--- src/wabs_pkg.sv ---
`default_nettype none

package wabs_pkg;

  // operation codes carried in tuser
  localparam logic [1:0] OP_TICK    = 2'd0;
  localparam logic [1:0] OP_STOP    = 2'd1;
  localparam logic [1:0] OP_RECHECK = 2'd2;
  localparam logic [1:0] OP_WRITE   = 2'd3;

  // phase codes
  localparam logic [1:0] PH_FIND = 2'd0;
  localparam logic [1:0] PH_WAIT = 2'd1;
  localparam logic [1:0] PH_RUN  = 2'd2;

  // configuration register indexes
  localparam logic [1:0] CFG_ENTRIES = 2'd0;
  localparam logic [1:0] CFG_RUN     = 2'd1;
  localparam logic [1:0] CFG_SHORT   = 2'd2;
  localparam logic [1:0] CFG_LONG    = 2'd3;

  // configuration reset values
  localparam logic [4:0]  ENTRIES_RST = 5'd0;
  localparam logic [15:0] RUN_MS_RST  = 16'd20000;
  localparam logic [11:0] SHORT_MS_RST = 12'd100;
  localparam logic [11:0] LONG_MS_RST = 12'd500;

  typedef struct packed {
    logic       on;
    logic [6:0] days;
    logic [5:0] minute;
    logic [4:0] hour;
  } alarm_t;

  typedef struct packed {
    logic [1:0] op;
    logic [4:0] now_hour;
    logic [5:0] now_minute;
    logic [2:0] now_weekday;
    logic [3:0] entry_index;
    logic [4:0] entry_hour;
    logic [5:0] entry_minute;
    logic [6:0] entry_days;
    logic       entry_on;
  } item_t;

  typedef struct packed {
    logic [4:0]  entries_in_use;
    logic [15:0] run_ms;
    logic [11:0] short_ms;
    logic [11:0] long_ms;
  } cfg_t;

  typedef struct packed {
    logic       buzzer_on;
    logic [1:0] phase;
    logic [3:0] pending_index;
    logic       alarm_active;
  } res_t;

  typedef struct packed {
    logic   rd_en;
    logic   wr_en;
    alarm_t wr_data;
  } tbl_req_t;

endpackage

`default_nettype wire

--- src/wabs_ram.sv ---
`default_nettype none

module wabs_ram #(
  parameter int WIDTH = 19,
  parameter int DEPTH = 16,
  localparam int AW = (DEPTH > 1) ? $clog2(DEPTH) : 1
) (
  input  wire logic             clk,
  input  wire logic             we,
  input  wire logic [AW-1:0]    waddr,
  input  wire logic [WIDTH-1:0] wdata,
  input  wire logic             re,
  input  wire logic [AW-1:0]    raddr,
  output logic      [WIDTH-1:0] rdata
);

  logic [WIDTH-1:0] mem_r [DEPTH];
  logic [WIDTH-1:0] rdata_r;

  always_ff @(posedge clk) begin
    if (we) begin
      mem_r[waddr] <= wdata;
    end
    if (re) begin
      rdata_r <= mem_r[raddr];
    end
  end

  assign rdata = rdata_r;

endmodule

`default_nettype wire

--- src/wabs_table.sv ---
`default_nettype none

module wabs_table import wabs_pkg::*; #(
  parameter int TABLE_DEPTH = 16,
  localparam int AW = (TABLE_DEPTH > 1) ? $clog2(TABLE_DEPTH) : 1
) (
  input  wire logic          clk,
  input  wire logic          rst_n,
  input  wire tbl_req_t      tbl_req,
  input  wire logic [AW-1:0] rd_addr,
  input  wire logic [AW-1:0] wr_addr,
  output alarm_t             rd_entry
);

  logic [TABLE_DEPTH-1:0] valid_r;
  logic                   rd_valid_r;
  logic [$bits(alarm_t)-1:0] ram_q;

  wabs_ram #(
    .WIDTH ($bits(alarm_t)),
    .DEPTH (TABLE_DEPTH)
  ) u_ram (
    .clk   (clk),
    .we    (tbl_req.wr_en),
    .waddr (wr_addr),
    .wdata (tbl_req.wr_data),
    .re    (tbl_req.rd_en),
    .raddr (rd_addr),
    .rdata (ram_q)
  );

  // entries never written since reset read as a disabled all-zero alarm
  always_ff @(posedge clk) begin
    if (!rst_n) begin
      valid_r    <= '0;
      rd_valid_r <= 1'b0;
    end else begin
      if (tbl_req.wr_en) begin
        valid_r[wr_addr] <= 1'b1;
      end
      if (tbl_req.rd_en) begin
        rd_valid_r <= valid_r[rd_addr];
      end
    end
  end

  assign rd_entry = rd_valid_r ? alarm_t'(ram_q) : '0;

endmodule

`default_nettype wire

--- src/wabs_ctrl.sv ---
`default_nettype none

module wabs_ctrl import wabs_pkg::*; #(
  parameter int TABLE_DEPTH = 16,
  localparam int AW = (TABLE_DEPTH > 1) ? $clog2(TABLE_DEPTH) : 1
) (
  input  wire logic     clk,
  input  wire logic     rst_n,
  input  wire logic     in_accept,
  input  wire item_t    item,
  input  wire cfg_t     cfg,
  output logic          idle,
  output logic          res_valid,
  input  wire logic     res_ready,
  output res_t          res,
  output tbl_req_t      tbl_req,
  output logic [AW-1:0] rd_addr,
  output logic [AW-1:0] wr_addr,
  input  wire alarm_t   rd_entry
);

  typedef enum logic [4:0] {
    S_IDLE = 5'b00001,
    S_EXEC = 5'b00010,
    S_SCAN = 5'b00100,
    S_WCHK = 5'b01000,
    S_HOLD = 5'b10000
  } state_t;

  state_t      state_r, state_nxt;
  item_t       item_r, item_nxt;
  logic [1:0]  phase_r, phase_nxt;
  logic [3:0]  pend_r, pend_nxt;
  logic [15:0] run_r, run_nxt;
  logic [11:0] cyc_r, cyc_nxt;
  logic [1:0]  step_r, step_nxt;
  logic        buzz_r, buzz_nxt;
  logic [6:0]  cnt_r, cnt_nxt;
  logic        rd_pend_r, rd_pend_nxt;
  logic [6:0]  rd_idx_r, rd_idx_nxt;

  logic [10:0] now_mod;
  logic [10:0] ent_mod;
  logic [6:0]  day_bit;
  logic        hit;
  logic [6:0]  scan_n;
  logic [6:0]  idx_ext;
  logic [6:0]  pend_ext;
  logic [15:0] run_inc;
  logic [11:0] cyc_inc;
  logic [1:0]  ps;
  logic [11:0] cc;
  logic        bz;

  // hour*60 + minute as (h << 6) - (h << 2) + m
  function automatic logic [10:0] min_of_day(input logic [4:0] h, input logic [5:0] m);
    min_of_day = {h, 6'b0} - 11'({h, 2'b0}) + 11'(m);
  endfunction

  assign now_mod = min_of_day(item_r.now_hour, item_r.now_minute);
  assign ent_mod = min_of_day(rd_entry.hour, rd_entry.minute);
  assign day_bit = (item_r.now_weekday != 3'd0) ? (7'b1 << (item_r.now_weekday - 3'd1)) : '0;
  assign hit = rd_pend_r && rd_entry.on && (now_mod < ent_mod) && ((day_bit & rd_entry.days) != '0);

  assign scan_n = ({2'b0, cfg.entries_in_use} > 7'(TABLE_DEPTH)) ?
                  7'(TABLE_DEPTH) : {2'b0, cfg.entries_in_use};
  assign idx_ext  = {3'b0, item_r.entry_index};
  assign pend_ext = {3'b0, pend_r};

  // saturating elapsed counters
  assign run_inc = (run_r != 16'hFFFF) ? run_r + 16'd1 : run_r;
  assign cyc_inc = (cyc_r != 12'hFFF) ? cyc_r + 12'd1 : cyc_r;

  always_comb begin
    state_nxt   = state_r;
    item_nxt    = item_r;
    phase_nxt   = phase_r;
    pend_nxt    = pend_r;
    run_nxt     = run_r;
    cyc_nxt     = cyc_r;
    step_nxt    = step_r;
    buzz_nxt    = buzz_r;
    cnt_nxt     = cnt_r;
    rd_pend_nxt = rd_pend_r;
    rd_idx_nxt  = rd_idx_r;
    ps          = step_r;
    cc          = cyc_inc;
    bz          = buzz_r;

    tbl_req.rd_en   = 1'b0;
    tbl_req.wr_en   = 1'b0;
    tbl_req.wr_data = '{on: item_r.entry_on, days: item_r.entry_days,
                        minute: item_r.entry_minute, hour: item_r.entry_hour};
    rd_addr = cnt_r[AW-1:0];
    wr_addr = idx_ext[AW-1:0];

    unique case (state_r)
      S_IDLE: begin
        if (in_accept) begin
          item_nxt  = item;
          state_nxt = S_EXEC;
        end
      end
      S_EXEC: begin
        state_nxt = S_HOLD;
        unique case (item_r.op)
          OP_TICK: begin
            if (phase_r == PH_FIND) begin
              cnt_nxt     = '0;
              rd_pend_nxt = 1'b0;
              state_nxt   = S_SCAN;
            end else if (phase_r == PH_WAIT) begin
              if (pend_ext < 7'(TABLE_DEPTH)) begin
                tbl_req.rd_en = 1'b1;
                rd_addr       = pend_ext[AW-1:0];
                state_nxt     = S_WCHK;
              end else begin
                phase_nxt = PH_FIND;
              end
            end else if (phase_r == PH_RUN) begin
              run_nxt = run_inc;
              cyc_nxt = cyc_inc;
              if (run_inc >= cfg.run_ms) begin
                phase_nxt = PH_FIND;
                buzz_nxt  = 1'b0;
              end else begin
                // short steps: on, off, on
                if (ps != 2'd3) begin
                  bz = ~ps[0];
                  if (cc >= cfg.short_ms) begin
                    ps = ps + 2'd1;
                    cc = '0;
                  end
                end
                // long silent pause
                if (ps == 2'd3) begin
                  bz = 1'b0;
                  if (cc >= cfg.long_ms) begin
                    ps = 2'd0;
                    cc = '0;
                  end
                end
                step_nxt = ps;
                cyc_nxt  = cc;
                buzz_nxt = bz;
              end
            end
          end
          OP_STOP: begin
            if (phase_r == PH_RUN) begin
              phase_nxt = PH_FIND;
              buzz_nxt  = 1'b0;
            end
          end
          OP_RECHECK: begin
            if (phase_r == PH_WAIT) begin
              phase_nxt = PH_FIND;
            end
          end
          OP_WRITE: begin
            if (idx_ext < 7'(TABLE_DEPTH)) begin
              tbl_req.wr_en = 1'b1;
            end
          end
          default: ;
        endcase
      end
      S_SCAN: begin
        // one read issued per cycle, the previous read checked alongside
        if (hit) begin
          pend_nxt    = rd_idx_r[3:0];
          phase_nxt   = PH_WAIT;
          rd_pend_nxt = 1'b0;
          state_nxt   = S_HOLD;
        end else if (cnt_r < scan_n) begin
          tbl_req.rd_en = 1'b1;
          cnt_nxt       = cnt_r + 7'd1;
          rd_pend_nxt   = 1'b1;
          rd_idx_nxt    = cnt_r;
        end else if (!rd_pend_r) begin
          state_nxt = S_HOLD;
        end else begin
          rd_pend_nxt = 1'b0;
        end
      end
      S_WCHK: begin
        state_nxt = S_HOLD;
        if (!rd_entry.on) begin
          phase_nxt = PH_FIND;
        end else if (now_mod == ent_mod) begin
          phase_nxt = PH_RUN;
          run_nxt   = '0;
          cyc_nxt   = '0;
          step_nxt  = '0;
        end
      end
      S_HOLD: begin
        if (res_ready) begin
          state_nxt = S_IDLE;
        end
      end
      default: begin
        state_nxt = S_IDLE;
      end
    endcase
  end

  always_ff @(posedge clk) begin
    if (!rst_n) begin
      state_r   <= S_IDLE;
      phase_r   <= PH_FIND;
      pend_r    <= '0;
      run_r     <= '0;
      cyc_r     <= '0;
      step_r    <= '0;
      buzz_r    <= 1'b0;
      rd_pend_r <= 1'b0;
    end else begin
      state_r   <= state_nxt;
      phase_r   <= phase_nxt;
      pend_r    <= pend_nxt;
      run_r     <= run_nxt;
      cyc_r     <= cyc_nxt;
      step_r    <= step_nxt;
      buzz_r    <= buzz_nxt;
      rd_pend_r <= rd_pend_nxt;
    end
  end

  always_ff @(posedge clk) begin
    item_r   <= item_nxt;
    cnt_r    <= cnt_nxt;
    rd_idx_r <= rd_idx_nxt;
  end

  assign idle      = (state_r == S_IDLE);
  assign res_valid = (state_r == S_HOLD);
  assign res.buzzer_on     = buzz_r;
  assign res.phase         = phase_r;
  assign res.pending_index = pend_r;
  assign res.alarm_active  = (phase_r == PH_RUN);

  // buzzer only sounds while an alarm runs
  assert property (@(posedge clk) disable iff (!rst_n) buzz_r |-> (phase_r == PH_RUN))
    else $error("buzzer on outside running phase");

  // items are only taken between results
  assert property (@(posedge clk) disable iff (!rst_n) in_accept && !idle |=> state_r != S_EXEC)
    else $error("item taken while busy");

  // a waiting check always follows a table read
  assert property (@(posedge clk) disable iff (!rst_n) (state_r == S_WCHK) |-> $past(tbl_req.rd_en))
    else $error("wait check without table read");

  // a held result stays until the output stage takes it
  assert property (@(posedge clk) disable iff (!rst_n)
                   (state_r == S_HOLD) && !res_ready |=> (state_r == S_HOLD) && $stable(res))
    else $error("result dropped before transfer");

endmodule

`default_nettype wire

--- src/weekday_alarm_buzzer_sequencer_top.sv ---
// weekday alarm buzzer sequencer
// input stream (in_*): one transfer per item; tuser holds the operation (tick, stop,
// recheck, write entry), tdata the current time and the entry to write
// result stream (out_*): exactly one result transfer per input item, in order
// configuration (cfg_*): write-only registers, always ready; they must be written
// only while idle, which the block does not enforce; an item is processed alone,
// and the next item is taken once the previous result has left for the output
// register: stop, recheck, write and running ticks pass through execute and hold,
// a tick while waiting adds one table read and check, and a tick in the finding
// phase scans entries through the single table read port, one entry read per cycle
// reset: phase finding, counters and buzzer cleared, configuration at defaults,
// all table entries read as disabled (per-entry valid bits, no clearing pass)
// stall: results wait in an output register; one further item is taken and
// processed, then the block holds until the waiting result is transferred
`default_nettype none

module weekday_alarm_buzzer_sequencer_top import wabs_pkg::*; #(
  parameter int TABLE_DEPTH = 16,
  localparam int AW = (TABLE_DEPTH > 1) ? $clog2(TABLE_DEPTH) : 1
) (
  input  wire logic        clk,
  input  wire logic        rst_n,
  input  wire logic        in_tvalid,
  output logic             in_tready,
  // now_hour, now_minute, now_weekday, entry_index, entry_hour, entry_minute,
  // entry_days, entry_on, zero pad
  input  wire logic [39:0] in_tdata,
  // operation
  input  wire logic [1:0]  in_tuser,
  output logic             out_tvalid,
  input  wire logic        out_tready,
  // buzzer_on, phase, pending_index, alarm_active
  output logic [7:0]       out_tdata,
  input  wire logic        cfg_valid,
  output logic             cfg_ready,
  input  wire logic [1:0]  cfg_index,
  input  wire logic [15:0] cfg_data
);

  cfg_t     cfg_r;
  item_t    item;
  res_t     res;
  logic     ctrl_idle;
  logic     res_valid;
  logic     res_ready;
  logic     in_xfer;
  tbl_req_t tbl_req;
  logic [AW-1:0] rd_addr;
  logic [AW-1:0] wr_addr;
  alarm_t   rd_entry;
  logic     out_valid_r;
  logic [7:0] out_data_r;

  // configuration registers, no back-pressure
  assign cfg_ready = 1'b1;

  always_ff @(posedge clk) begin
    if (!rst_n) begin
      cfg_r.entries_in_use <= ENTRIES_RST;
      cfg_r.run_ms         <= RUN_MS_RST;
      cfg_r.short_ms       <= SHORT_MS_RST;
      cfg_r.long_ms        <= LONG_MS_RST;
    end else if (cfg_valid && cfg_ready) begin
      unique case (cfg_index)
        CFG_ENTRIES: cfg_r.entries_in_use <= cfg_data[4:0];
        CFG_RUN:     cfg_r.run_ms         <= cfg_data;
        CFG_SHORT:   cfg_r.short_ms       <= cfg_data[11:0];
        CFG_LONG:    cfg_r.long_ms        <= cfg_data[11:0];
        default: ;
      endcase
    end
  end

  // unpack the input transfer
  assign item.op           = in_tuser;
  assign item.now_hour     = in_tdata[4:0];
  assign item.now_minute   = in_tdata[10:5];
  assign item.now_weekday  = in_tdata[13:11];
  assign item.entry_index  = in_tdata[17:14];
  assign item.entry_hour   = in_tdata[22:18];
  assign item.entry_minute = in_tdata[28:23];
  assign item.entry_days   = in_tdata[35:29];
  assign item.entry_on     = in_tdata[36];

  assign in_tready = ctrl_idle;
  assign in_xfer   = in_tvalid && in_tready;

  wabs_ctrl #(
    .TABLE_DEPTH (TABLE_DEPTH)
  ) u_ctrl (
    .clk       (clk),
    .rst_n     (rst_n),
    .in_accept (in_xfer),
    .item      (item),
    .cfg       (cfg_r),
    .idle      (ctrl_idle),
    .res_valid (res_valid),
    .res_ready (res_ready),
    .res       (res),
    .tbl_req   (tbl_req),
    .rd_addr   (rd_addr),
    .wr_addr   (wr_addr),
    .rd_entry  (rd_entry)
  );

  wabs_table #(
    .TABLE_DEPTH (TABLE_DEPTH)
  ) u_table (
    .clk      (clk),
    .rst_n    (rst_n),
    .tbl_req  (tbl_req),
    .rd_addr  (rd_addr),
    .wr_addr  (wr_addr),
    .rd_entry (rd_entry)
  );

  // output register: free when empty or being transferred this cycle
  assign res_ready = !out_valid_r || out_tready;

  always_ff @(posedge clk) begin
    if (!rst_n) begin
      out_valid_r <= 1'b0;
    end else if (res_ready) begin
      out_valid_r <= res_valid;
    end
  end

  always_ff @(posedge clk) begin
    if (res_ready && res_valid) begin
      out_data_r <= {res.alarm_active, res.pending_index, res.phase, res.buzzer_on};
    end
  end

  assign out_tvalid = out_valid_r;
  assign out_tdata  = out_data_r;

endmodule

`default_nettype wire

--- config.mk ---
export PLATFORM = sky130hd
export DESIGN_NAME = weekday_alarm_buzzer_sequencer_top
export DESIGN_NICKNAME = d
export VERILOG_FILES = /design/src/wabs_pkg.sv /design/src/wabs_ram.sv /design/src/wabs_table.sv /design/src/wabs_ctrl.sv /design/src/weekday_alarm_buzzer_sequencer_top.sv
export SDC_FILE = /design/constraint.sdc
export NUM_CORES = 1
export LEC_CHECK = 0
export ABC_CLOCK_PERIOD_IN_PS = 4850
export BUFFER_PORTS_ARGS = -buffer_cell sky130_fd_sc_hd__buf_2
export CORE_MARGIN = 10
export CORE_UTILIZATION = 45
export DETAILED_ROUTE_END_ITERATION = 6
export HOLD_SLACK_MARGIN = 0.02
export PLACE_DENSITY = 0.73
export SLEW_MARGIN = 10
export SYNTH_ARGS = -nofsm -noshare
export SYNTH_HDL_FRONTEND = slang
export SYNTH_SLANG_ARGS = --single-unit
--- constraint.sdc ---
create_clock -name clk -period 4.85 [get_ports clk]
set_clock_uncertainty 0.2 [all_clocks]
set_input_delay 0 -clock clk [delete_from_list [all_inputs] [get_ports clk]]
set_output_delay 0 -clock clk [all_outputs]
set_load 0.02 [all_outputs]
=== Yosys cells after proc, flatten, opt, wreduce, memory -nomap -nowiden ===
Memories as Yosys holds them, arrays and structs flattened. A register that Yosys moved wholly into a read port is not among the register bits.
Index checks and enable logic that the tools add are counted.
W data, S select, Z words.

* Flip-flop bits (word level): 164
* Latch bits: 0
* Bits in writable memories: 304
* Memory bits (read-only): 0
* Input port bits: 65
* Output and inout bits: 11
* Word-level logic and storage cells: 237
* Memories kept: 1

{| class="wikitable"
|+ Memory list
! name !! words !! width !! read ports !! clocked after Yosys merged registers in !! write ports !! line !! RTL
|-
| u_table.u_ram.mem_r || 16 || 19 || 1 || 1 || 1 || wabs_ram.sv:17 || <nowiki>logic [WIDTH-1:0] mem_r [DEPTH];</nowiki>
|}

* $add $sub $neg: 9
* Multiply operators: 0
* Div/mod/pow operators: 0
* $lt $le $gt $ge: 11
* Equal/unequal tests: 46
* Shift operators: 1
* Multiplexer cells: 107
* Bitwise gates (word level): 4
* Reductions and logical operators: 31

{| class="wikitable"
|+ Operators by type and width
! kind !! count
|-
| $mux W12 || 18
|-
| $mux W16 || 7
|-
| $mux W2 || 27
|-
| $mux W5 || 10
|-
| $mux W7 || 5
|-
| $pmux W16 S2 || 1
|-
| $pmux W5 S5 || 1
|-
| $ge A12 B12 Y1 || 2
|-
| $pmux W12 S2 || 1
|-
| $add A11 B6 Y11 || 2
|-
| $mux W1 || 22
|-
| $ne A2 B2 Y1 const B || 11
|-
| $sub A11 B7 Y11 || 2
|-
| $lt A4 B5 Y1 const B || 4
|-
| $mux W4 || 5
|-
| $mux W19 || 1
|-
| $add A16 B1 Y16 const B || 1
|-
| $ge A16 B16 Y1 || 1
|-
| $ne A16 B16 Y1 const B || 1
|-
| $or A16 B16 Y16 || 1
|-
| $ne A2 B1 Y1 const B || 7
|-
| $pmux W7 S2 || 1
|-
| $reduce_and A7 Y1 || 2
|-
| $add A12 B1 Y12 const B || 1
|-
| 43 further kinds || 75
|}

=== Logic depth before layout (Yosys ltp) ===
Gate-level depths: netlist (run 1).

* Depth after elaboration: 20
* Depth in mapped cells: 23
* Depth with buffers taken out: 21

=== Modules after synthesis ===
Synthesis (run 1) repeated with hierarchy kept, for this count alone.

* Cells, all modules: 1517
* Area total of the unflattened synthesis: 21440.6 um^2

{| class="wikitable"
|+ By module, submodules not included
! module !! instances !! cells an instance !! area an instance (um^2) !! seq. area each (um^2)
|-
| wabs_ram || 1 || 507 || 12035.3 || 9699.3
|-
| wabs_ctrl || 1 || 713 || 6412.4 || 2362.3
|-
| weekday_alarm_buzzer_sequencer_top || 1 || 196 || 2092.0 || 1161.1
|-
| wabs_table || 1 || 101 || 900.9 || 340.3
|}

=== Least setup slack after synthesis (run 1) ===
OpenSTA, ideal clock, no wires.

* Kind: flip-flop to flip-flop
* From: register u_ctrl.cyc_r[4]
* To: register u_ctrl.cyc_r[2]
* Library setup time: 117 ps
* Arrival time: 4862 ps
* Data required time: 4533 ps
* Setup slack: -328 ps
* Cell stages (with the launch flop): 24
* Path buffers: 3
* Clock period less this slack: 5178 ps
* Cells stage by stage: dfxtp_1 -> and3_1 -> and3_1 -> and3_1 -> nand3_1 -> clkbuf_1 -> xnor2_1 -> ha_1 -> nand2b_1 -> a211oi_1 -> o21ai_1 -> a2111oi_2 -> or2_2 -> clkbuf_1 -> nand2b_1 -> ha_1 -> nand2b_1 -> a21o_1 -> a211oi_1 -> o41ai_1 -> o211a_1 -> o31ai_1 -> buf_2 -> a22o_1

* Word-level cells in the longest chain between the ends: 20
* Elaborated cells between the ends (all ways): 30
* Classes of those cells: add/sub: 1; order compare: 2; eq/ne: 2; mux: 25

{| class="wikitable"
|+ RTL lines
! item !! line !! RTL
|-
| start: declaration || wabs_ctrl.sv:35 || <nowiki>logic [11:0] cyc_r, cyc_nxt;</nowiki>
|-
| start signal: assignment || wabs_ctrl.sv:223 || <nowiki>cyc_r <= cyc_nxt;</nowiki>
|-
| $add A12 B1 Y12 or $ne A12 B12 Y1 (tied branches) || wabs_ctrl.sv:72 || <nowiki>assign cyc_inc = (cyc_r != 12'hFFF) ? cyc_r + 12'd1 : cyc_r;</nowiki>
|-
| $mux W12 (*) || wabs_ctrl.sv:72 ||
|-
| $ge A12 B12 Y1 || wabs_ctrl.sv:130 || <nowiki>if (cc >= cfg.short_ms) begin</nowiki>
|-
| $mux W12 || wabs_ctrl.sv:130 ||
|-
| $mux W12 || wabs_ctrl.sv:128 || <nowiki>if (ps != 2'd3) begin</nowiki>
|-
| $mux W12 || wabs_ctrl.sv:123 || <nowiki>if (run_inc >= cfg.run_ms) begin</nowiki>
|-
| $mux W12 || wabs_ctrl.sv:120 || <nowiki>end else if (phase_r == PH_RUN) begin</nowiki>
|-
| $mux W12 || wabs_ctrl.sv:112 || <nowiki>end else if (phase_r == PH_WAIT) begin</nowiki>
|-
| (+4 left out) || n/a ||
|-
| $mux W12 || wabs_ctrl.sv:138 || <nowiki>if (cc >= cfg.long_ms) begin</nowiki>
|-
| $mux W12 || wabs_ctrl.sv:136 || <nowiki>if (ps == 2'd3) begin</nowiki>
|-
| $mux W12 (*) || wabs_ctrl.sv:123 ||
|-
| $mux W12 (*) || wabs_ctrl.sv:120 ||
|-
| $mux W12 (*) || wabs_ctrl.sv:112 ||
|-
| $mux W12 (*) || wabs_ctrl.sv:108 || <nowiki>if (phase_r == PH_FIND) begin</nowiki>
|-
| $mux W12 (*) || wabs_ctrl.sv:106 || <nowiki>unique case (item_r.op)</nowiki>
|-
| $pmux W12 S2 (*) || wabs_ctrl.sv:97 || <nowiki>unique case (state_r)</nowiki>
|}

Every way passes the cells marked *; elsewhere a longest branch is shown, timed or not. The select of a mux whose other input is x is not followed.
A chain may end at the register's enable or synchronous reset.

=== Final worst setup path (run 1) ===
* From: register u_ctrl.cyc_r[2]
* To: register u_ctrl.cyc_r[2]

The elaborated chain is that of the path after synthesis.

==> impl_metrics.csv, run 1 <==
group,metric,value,unit
synth,parity_gate_share_of_the_synthesized_area_counting_xor_and_xnor_cells,1.32,%
worst_setup_path,critical-path-top-cell-by-count,"sky130_fd_sc_hd__and3_4",
floorplanning,dieArea,0.0548,sq mm
worst_setup_path,path_cells,"and3_4 > and3_4 > and3_4 > nand3_4 > xor2_2 > nand2_2 > ha_1 > a21o_1 > a21oi_1 > nor2b_1 > a2111oi_4 > or2_4 > nand2b_1 > ha_1 > nand2b_1 > a21o_1 > a211oi_2 > o41ai_2 > o211a_1 > o31ai_4 > buf_6 > a22o_1",
worst_setup_path,setup.worst_path.class,"flop to flop",
layout,post_layout_net_count,1812,
sta,timing.hold.ws,0.0653,ns
floorplanning,die_h,234,microns
worst_setup_path,worst-endpoint-required,5.18,ns
detailed_routing,drt_first_pass_iters,5,
synth,ys.warnings.count,0,
worst_setup_path,worst_path_max_delay_cell,"sky130_fd_sc_hd__dfxtp_2",
synth,yosys.cell_types.count,70,
pwr,power.density,356,mW/mm^2
flow_run,timing.max_cap.violations,0,
layout,fill_cells,3471,
floorplanning,die_w,234,microns
synth,yosys.area_share.adder,4.31,%
worst_setup_path,cp_data_arrival_time,5.04,ns
clock_network,insertion_delay,0.60,ns
floorplanning,standard_cell_rows,78,
synth,post_synth_instance_area,0.0206,sq mm
worst_setup_path,critPathMaxFanout,6,
sta,finalWorstPathRequiredPeriod,4.71,ns
synth,count_of_flip_flops_with_a_built_in_enable_after_synthesis,381,
layout,post-route-util,55.8,%
sta,worst_pin_slew,1.21,ns
outcome,status,"finished, final reports clean",
synth,synthTopCellsByArea,"sky130_fd_sc_hd__edfxtp_1, sky130_fd_sc_hd__dfxtp_1, sky130_fd_sc_hd__mux4_2",
sta,hold_viol_final,0,
layout,antenna-diode-count,0,
clock_network,tritoncts,"built",
layout,syn_to_final_growth,22.8,%
grt,gr-usage-all-layers,17.8,%
synth,synth_compound_gate_area_share,7.73,%
clock_network,clock_pin_transition_on_the_worst_setup_and_hold_timing_paths,0.06,ns
sta,timing.slew.headroom,19.2,%
sta,finalSetupViolations,0,
worst_setup_path,slowest_delay,0.33,ns
detailed_routing,drt.antenna.violating_nets,0,
hold_path,worst_hold_path.num_cells,4,
place,routability_cong,0.842,
floorplanning,initial_core_util,45.5,%
place,placed_cells_incl_taps,2091,
synth,combinational_family_with_the_most_area_after_synthesis,"multiplexers",
synth,synth.top_cell.area_share,55.5,%
pwr,power.total,0.00902,W
place,half_perimeter_wire_length_after_placement,29.3,mm
synth,synth_sequential_area_ratio,65.7,%
synth,share_of_synthesized_cell_area_in_and_or_nand_and_nor_gates,8.57,%
synth,syn-num-nets,1547,
synth,post_synthesis_sequential_element_count,487,
layout,final_common_cell,"sky130_fd_sc_hd__edfxtp_1",
synth,synth-async-reset-ratio,0,%
pwr,p_leak,9.10,nW
clock_network,clock-sinks,487,
floorplanning,core,0.0454,sq mm
sta,max_freq,212,MHz
detailed_routing,detail_route.wl_per_cell,21.2,microns
grt,grt_start_max_net_pins,83,
worst_setup_path,ff2ff_path_depth,22,
grt,grt_antenna_before_repair,0,
clock_network,cts_max_path_buffers,3,
synth,post-synth-top-area-cell,"sky130_fd_sc_hd__edfxtp_1",
synth,average_footprint_of_a_synthesized_cell,14.6,sq um
clock_network,cts-root-buf,"sky130_fd_sc_hd__clkbuf_16",
clock_network,numCtsBuffers,47,
clock_network,cts_htree_levels,2,
synth,post_synthesis_mux_area_share,9.97,%
grt,globalRouteOverflowTotal,0,
layout,layout_common_cells,"sky130_fd_sc_hd__edfxtp_1, sky130_fd_sc_hd__nand2_1, sky130_fd_sc_hd__dlygate4sd3_1",
synth,yosys_most_used_dff,"sky130_fd_sc_hd__edfxtp_1",
sta,final_min_period_over_clock_period,97.2,%
sta,finalMaxSlewViolations,0,
detailed_routing,dr.first_iter.drc_count,1077,
worst_setup_path,crit_path_end_kind,"flop",
grt,grt_first_pass_wirelength,75.4,mm
place,portBuffers,71,
worst_setup_path,sort_of_element_at_the_start_of_the_critical_path,"flop",
sta,timing.setup.tns,0,ns
layout,finalNonFillerCells,2315,
detailed_routing,post_dr_vias_cell,5.59,
detailed_routing,finalWirelength,49.1,mm
floorplanning,design.portCount,76,
detailed_routing,drc,0,
grt,first_global_vias,13100,
synth,number_of_cells_produced_by_synthesis,1411,
detailed_routing,via_count,12900,
pwr,ir_drop,0.364,mV
layout,fraction_of_final_layout_cells_with_drive_strength_greater_than_1,20.8,%
hold_path,holdCritPathClass,"primary input to flop",
## cells in the mapped netlist, drive strengths merged, types with 17 or more instances
| library cell | instances |
|---|---|
| mux4 | 77 |
| mux2i | 22 |
| ha | 71 |
| and2 | 19 |
| nand2 | 144 |
| a22o | 20 |
| nand3 | 29 |
| nor2 | 79 |
| o211ai | 17 |
| edfxtp | 381 |
| a22oi | 41 |
| inv | 60 |
| nor3 | 18 |
| dfxtp | 106 |
| o21a | 20 |
| clkbuf | 33 |
| a21oi | 60 |
| buf | 19 |
| o21ai | 29 |
| xnor2 | 18 |
## stage by stage
| stage | cell area (sq um) | setup WS [ns] |
|---|---|---|
| 2_1_floorplan | 20700 | 0.0154 |
| 3_3_place_gp | 22100 | 0.0962 |
| 5_1_grt | 25300 | -0.0695 |
| 3_5_place_dp | 22100 | 0.0598 |
| 4_1_cts | 25100 | 0.0319 |
| 6_report | 25300 | 0.138 |
## final cells by class
| class | count | area [sq um] | area share, % |
|---|---|---|---|
| clock inverter | 29 | 454 | 1.79 |
| inverter | 60 | 225 | 0.889 |
| tap | 600 | 751 | 2.96 |
| clock buffer | 59 | 1260 | 4.98 |
| multi-input combinational | 812 | 6860 | 27.1 |
| sequential | 487 | 13600 | 53.6 |
| timing repair buffer | 268 | 2210 | 8.73 |
## where the power goes
part	total, W	switching [W]	internal (W)
sequential	0.00464	0.0000762	0.00456
combinational	0.000361	0.000187	0.000174
clock	0.00402	0.00162	0.00240
total	0.00902	0.00188	0.00714
## final timing paths
kind	end	start	slack, ns
min	cfg_r[25]$_SDFFE_PN0P_	cfg_data[1]	0.07
max reg2reg	u_ctrl.cyc_r[2]$_SDFFE_PN0P_	u_ctrl.cyc_r[2]$_SDFFE_PN0P_	0.14
max	u_ctrl.cyc_r[2]$_SDFFE_PN0P_	u_ctrl.cyc_r[2]$_SDFFE_PN0P_	0.14
min reg2reg	cfg_r[25]$_SDFFE_PN0P_	cfg_r[25]$_SDFFE_PN0P_	0.26
## worst max-delay path: cells and delay by family (launching register included)
kind	cells	cell delay (ns)
compound gates	9	1.88
xor+xnor	1	0.21
fa+ha+maj	2	0.56
buf+inv	1	0.18
flops	1	0.33
simple gates	9	1.28
## state kept, by name, summed over array words and instances, names as in the netlist, 4 cells and up
| signal | count |
|---|---|
| u_ctrl.item_r | 16 |
| u_ctrl.pend_r | 4 |
| u_ctrl.wr_addr | 4 |
| cfg_r | 45 |
| u_ctrl.state_r | 5 |
| u_ctrl.run_r | 16 |
| out_tdata | 8 |
| u_table.u_ram.rdata | 19 |
| u_ctrl.cnt_r | 7 |
| u_table.u_ram.mem_r | 304 |
| u_ctrl.rd_idx_r | 4 |
| u_ctrl.cyc_r | 12 |
| u_table.valid_r | 16 |
| u_ctrl.tbl_req | 19 |
## repair_timing
| action | CTS | global route |
|---|---|---|
| setup endpoints to repair | 1 | 14 |
| hold buffers | 131 | 0 |
| cloned | 0 | 1 |
| endpoints found under the hold margin | 130 | 0 |
| pin swaps | 0 | 15 |
| resized for setup | 1 | 35 |
| buffers inserted | 0 | 4 |
## kinds of logic after synthesis
kind of cell               after synthesis
muxes                                  105
xor gates and xnor gates                31
DFF                                    487
buffers and inverters                  112
AOI/OAI and AO/OA                      235
and+or+nand+nor                        369
adders and majority gates               71
other                                    1
## layer usage
metal	routed length (microns)	track usage (%)	vias to the layer above
met1	20600	23.5	6429
met4	1100	5.70	0
li1	-	-	5951
met3	3270	2.89	91
met5	0	0	-
met2	24100	29.6	476
Power figures use the tool's default switching activity.
==> run 2: changes to the inputs <==
--- a/config.mk
+++ b/config.mk
@@ -7,11 +7,13 @@
 export LEC_CHECK = 0
 export ABC_CLOCK_PERIOD_IN_PS = 4850
 export BUFFER_PORTS_ARGS = -buffer_cell sky130_fd_sc_hd__buf_2
+export CELL_PAD_IN_SITES_DETAIL_PLACEMENT = 1
+export CELL_PAD_IN_SITES_GLOBAL_PLACEMENT = 1
 export CORE_MARGIN = 10
 export CORE_UTILIZATION = 45
 export DETAILED_ROUTE_END_ITERATION = 6
 export HOLD_SLACK_MARGIN = 0.02
-export PLACE_DENSITY = 0.73
+export PLACE_DENSITY = 0.83
 export SLEW_MARGIN = 10
 export SYNTH_ARGS = -nofsm -noshare
 export SYNTH_HDL_FRONTEND = slang
==> impl_metrics.csv, run 2 (synthesis results as in run 1) <==
group,metric,value,unit
sta,hold_viol_final,0,
clock_network,clock_pin_transition_on_the_worst_setup_and_hold_timing_paths,0.07,ns
sta,post-route-worst-setup-slack,-0.247,ns
floorplanning,die_h,234,microns
sta,timing.slew.headroom,24.7,%
place,post_dp_cell_area,0.0220,sq mm
layout,top_register,"u_table.u_ram.mem_r",
layout,layout_common_cells,"sky130_fd_sc_hd__edfxtp_1, sky130_fd_sc_hd__dlygate4sd3_1, sky130_fd_sc_hd__nand2_1",
clock_network,insertion_delay,0.62,ns
floorplanning,die_w,234,microns
clock_network,tritoncts,"built",
place,placed_cells_incl_taps,2085,
clock_network,clock-sinks,487,
sta,max_freq,196,MHz
worst_setup_path,path_cells,"and3_4 > and3_4 > and3_4 > nand3_4 > buf_6 > nand4_1 > xnor2_2 > ha_1 > a21oi_2 > o21ai_2 > a2111oi_4 > or2_4 > nand2b_1 > ha_1 > nand2b_4 > a21o_1 > a211oi_2 > o41ai_2 > o211a_1 > o31ai_4 > buf_6 > a22o_1",
grt,grt_antenna_before_repair,2,
clock_network,cts_htree_levels,2,
layout,top_regs,"u_table.u_ram.mem_r: 304 flops, cfg_r: 45 flops",
detailed_routing,via_count,13800,
clock_network,numCtsBuffers,49,
sta,finalWorstPathRequiredPeriod,5.10,ns
sta,worst_pin_slew,1.11,ns
detailed_routing,detail_route.wl_per_cell,26.5,microns
place,routability_cong,0.814,
outcome,status,"finished, violations left",
sta,finalMaxSlewViolations,0,
floorplanning,initial_core_util,45.5,%
worst_setup_path,worst_path_max_delay_cell,"sky130_fd_sc_hd__ha_1",
worst_setup_path,critPathMaxFanout,6,
pwr,power.density,357,mW/mm^2
detailed_routing,finalWirelength,61.9,mm
layout,post_layout_instance_area,0.0255,sq mm
clock_network,cts_max_path_buffers,3,
grt,grt_first_pass_wirelength,91.1,mm
layout,syn_to_final_growth,23.7,%
sta,timing.setup.tns,-2.87,ns
worst_setup_path,ff2ff_path_depth,22,
place,portBuffers,71,
sta,finalSetupViolations,14,
sta,final_min_period_over_clock_period,105,%
layout,final_common_cell,"sky130_fd_sc_hd__edfxtp_1",
pwr,p_leak,9.19,nW
flow_run,timing.max_cap.violations,0,
detailed_routing,post_dr_vias_cell,5.93,
floorplanning,standard_cell_rows,78,
grt,first_global_vias,15000,
layout,largest_register_ffs,304,
layout,finalNonFillerCells,2335,
detailed_routing,dr.first_iter.drc_count,1456,
floorplanning,design.portCount,76,
layout,post_layout_net_count,1829,
sta,rsz0062_at_grt,"yes",
worst_setup_path,worst-endpoint-required,5.20,ns
outcome,violations,"negative setup slack",
worst_setup_path,path_buf_inv,2,
worst_setup_path,critical-path-top-cell-by-count,"sky130_fd_sc_hd__and3_4",
worst_setup_path,cp_num_cells,22,
hold_path,worst_hold_path.num_cells,4,
layout,fraction_of_final_layout_cells_with_drive_strength_greater_than_1,21.2,%
detailed_routing,drc,0,
place,half_perimeter_wire_length_after_placement,34.2,mm
floorplanning,dieArea,0.0548,sq mm
worst_setup_path,rrSetupSlack,-0.25,ns
worst_setup_path,cp_data_arrival_time,5.45,ns
pwr,power.total,0.00912,W
floorplanning,core,0.0454,sq mm
pwr,ir_drop,0.310,mV
grt,grt_start_max_net_pins,48,
hold_path,holdCritPathClass,"primary input to flop",
worst_setup_path,setup.worst_path.class,"flop to flop",
worst_setup_path,crit_path_end_kind,"flop",
worst_setup_path,sort_of_element_at_the_start_of_the_critical_path,"flop",
grt,globalRouteOverflowTotal,0,
detailed_routing,drt_first_pass_iters,5,
worst_setup_path,gate_family_responsible_for_the_most_delay_along_the_worst_path,"compound AO/OA/AOI/OAI gates",
worst_setup_path,slowest_delay,0.38,ns
grt,gr-usage-all-layers,22.2,%
detailed_routing,drt.antenna.violating_nets,0,
clock_network,cts-root-buf,"sky130_fd_sc_hd__clkbuf_16",
[run 2: changes by cell type in the layout (fill, tap and decap cells not counted), sizes merged]
cell / previous run / this run
clkinv: 14 / 17
clkbuf: 59 / 62
bufinv: 10 / 8
diode: 0 / 1
buf: 137 / 141
dlygate4sd3: 131 / 142
[run 2: layout make-up]
type	instances	area [sq um]
clock inverters	30	439
diodes	1	2.50
fillers	4310	19900
flip-flops and latches	487	13600
repair buffers	283	2360
well taps	600	751
clock buffers	62	1310
inverters	60	225
multi-input cells	812	6860
[run 2: repair_timing]
action                                  4_1_cts  5_1_grt
endpoints found under the setup margin       12       29
hold buffers                                142        0
hold endpoints to repair                    133        0
cloned                                        1        0
pin swaps                                     7       29
resized for setup                            12       30
setup buffers                                 6        8
[run 2: worst paths after layout]
path                                              startpoint                           end
worst min register to register    u_ctrl.buzz_r$_SDFFE_PN0P_        out_tdata[0]$_DFFE_PP_
worst max register to register  u_ctrl.cyc_r[3]$_SDFFE_PN0P_  u_ctrl.cyc_r[5]$_SDFFE_PN0P_
worst max-delay path            u_ctrl.cyc_r[3]$_SDFFE_PN0P_  u_ctrl.cyc_r[5]$_SDFFE_PN0P_
worst min-delay path                             cfg_data[1]        cfg_r[25]$_SDFFE_PN0P_
[run 2: stage by stage]
| stage | setup slack, ns | utilization, % | hold slack (ns) |
|---|---|---|---|
| final | -0.247 | 56.2 | 0.0880 |
| after global routing | -0.378 | 56.2 | 0.0695 |
| after CTS | 0.00289 | 55.8 | 0.0219 |
| after detailed placement | -0.0918 | 48.6 | -0.0215 |
| after global placement | 0.0609 | 48.6 | -0.0235 |
| after floorplan | 0.0154 | - | -0.101 |
[run 2: worst reg2reg max path, cell delays in order (launching register included)]
cell and delay, ns:
sky130_fd_sc_hd__dfxtp_2 0.34, sky130_fd_sc_hd__and3_4 0.19, sky130_fd_sc_hd__and3_4 0.19, sky130_fd_sc_hd__and3_4 0.23, sky130_fd_sc_hd__nand3_4 0.14, sky130_fd_sc_hd__buf_6 0.18
sky130_fd_sc_hd__nand4_1 0.13, sky130_fd_sc_hd__xnor2_2 0.10, sky130_fd_sc_hd__ha_1 0.38, sky130_fd_sc_hd__a21oi_2 0.21, sky130_fd_sc_hd__o21ai_2 0.10, sky130_fd_sc_hd__a2111oi_4 0.38
sky130_fd_sc_hd__or2_4 0.22, sky130_fd_sc_hd__nand2b_1 0.10, sky130_fd_sc_hd__ha_1 0.29, sky130_fd_sc_hd__nand2b_4 0.14, sky130_fd_sc_hd__a21o_1 0.17, sky130_fd_sc_hd__a211oi_2 0.29
sky130_fd_sc_hd__o41ai_2 0.13, sky130_fd_sc_hd__o211a_1 0.29, sky130_fd_sc_hd__o31ai_4 0.30, sky130_fd_sc_hd__buf_6 0.19, sky130_fd_sc_hd__a22o_1 0.14
[run 2: where the power goes]
part,internal [W],switching [W]
sequential,0.00456,0.0000802
combinational,0.000181,0.000209
clock,0.00237,0.00172
[run 2: per-layer routing]
metal	global-route usage, %	vias to the layer above	share of wire, %
met5	0	-	0.031
met4	9.41	2	4.6
met3	4.24	186	6.3
met2	39.7	607	52
met1	25.5	7061	37
li1	-	5983	-
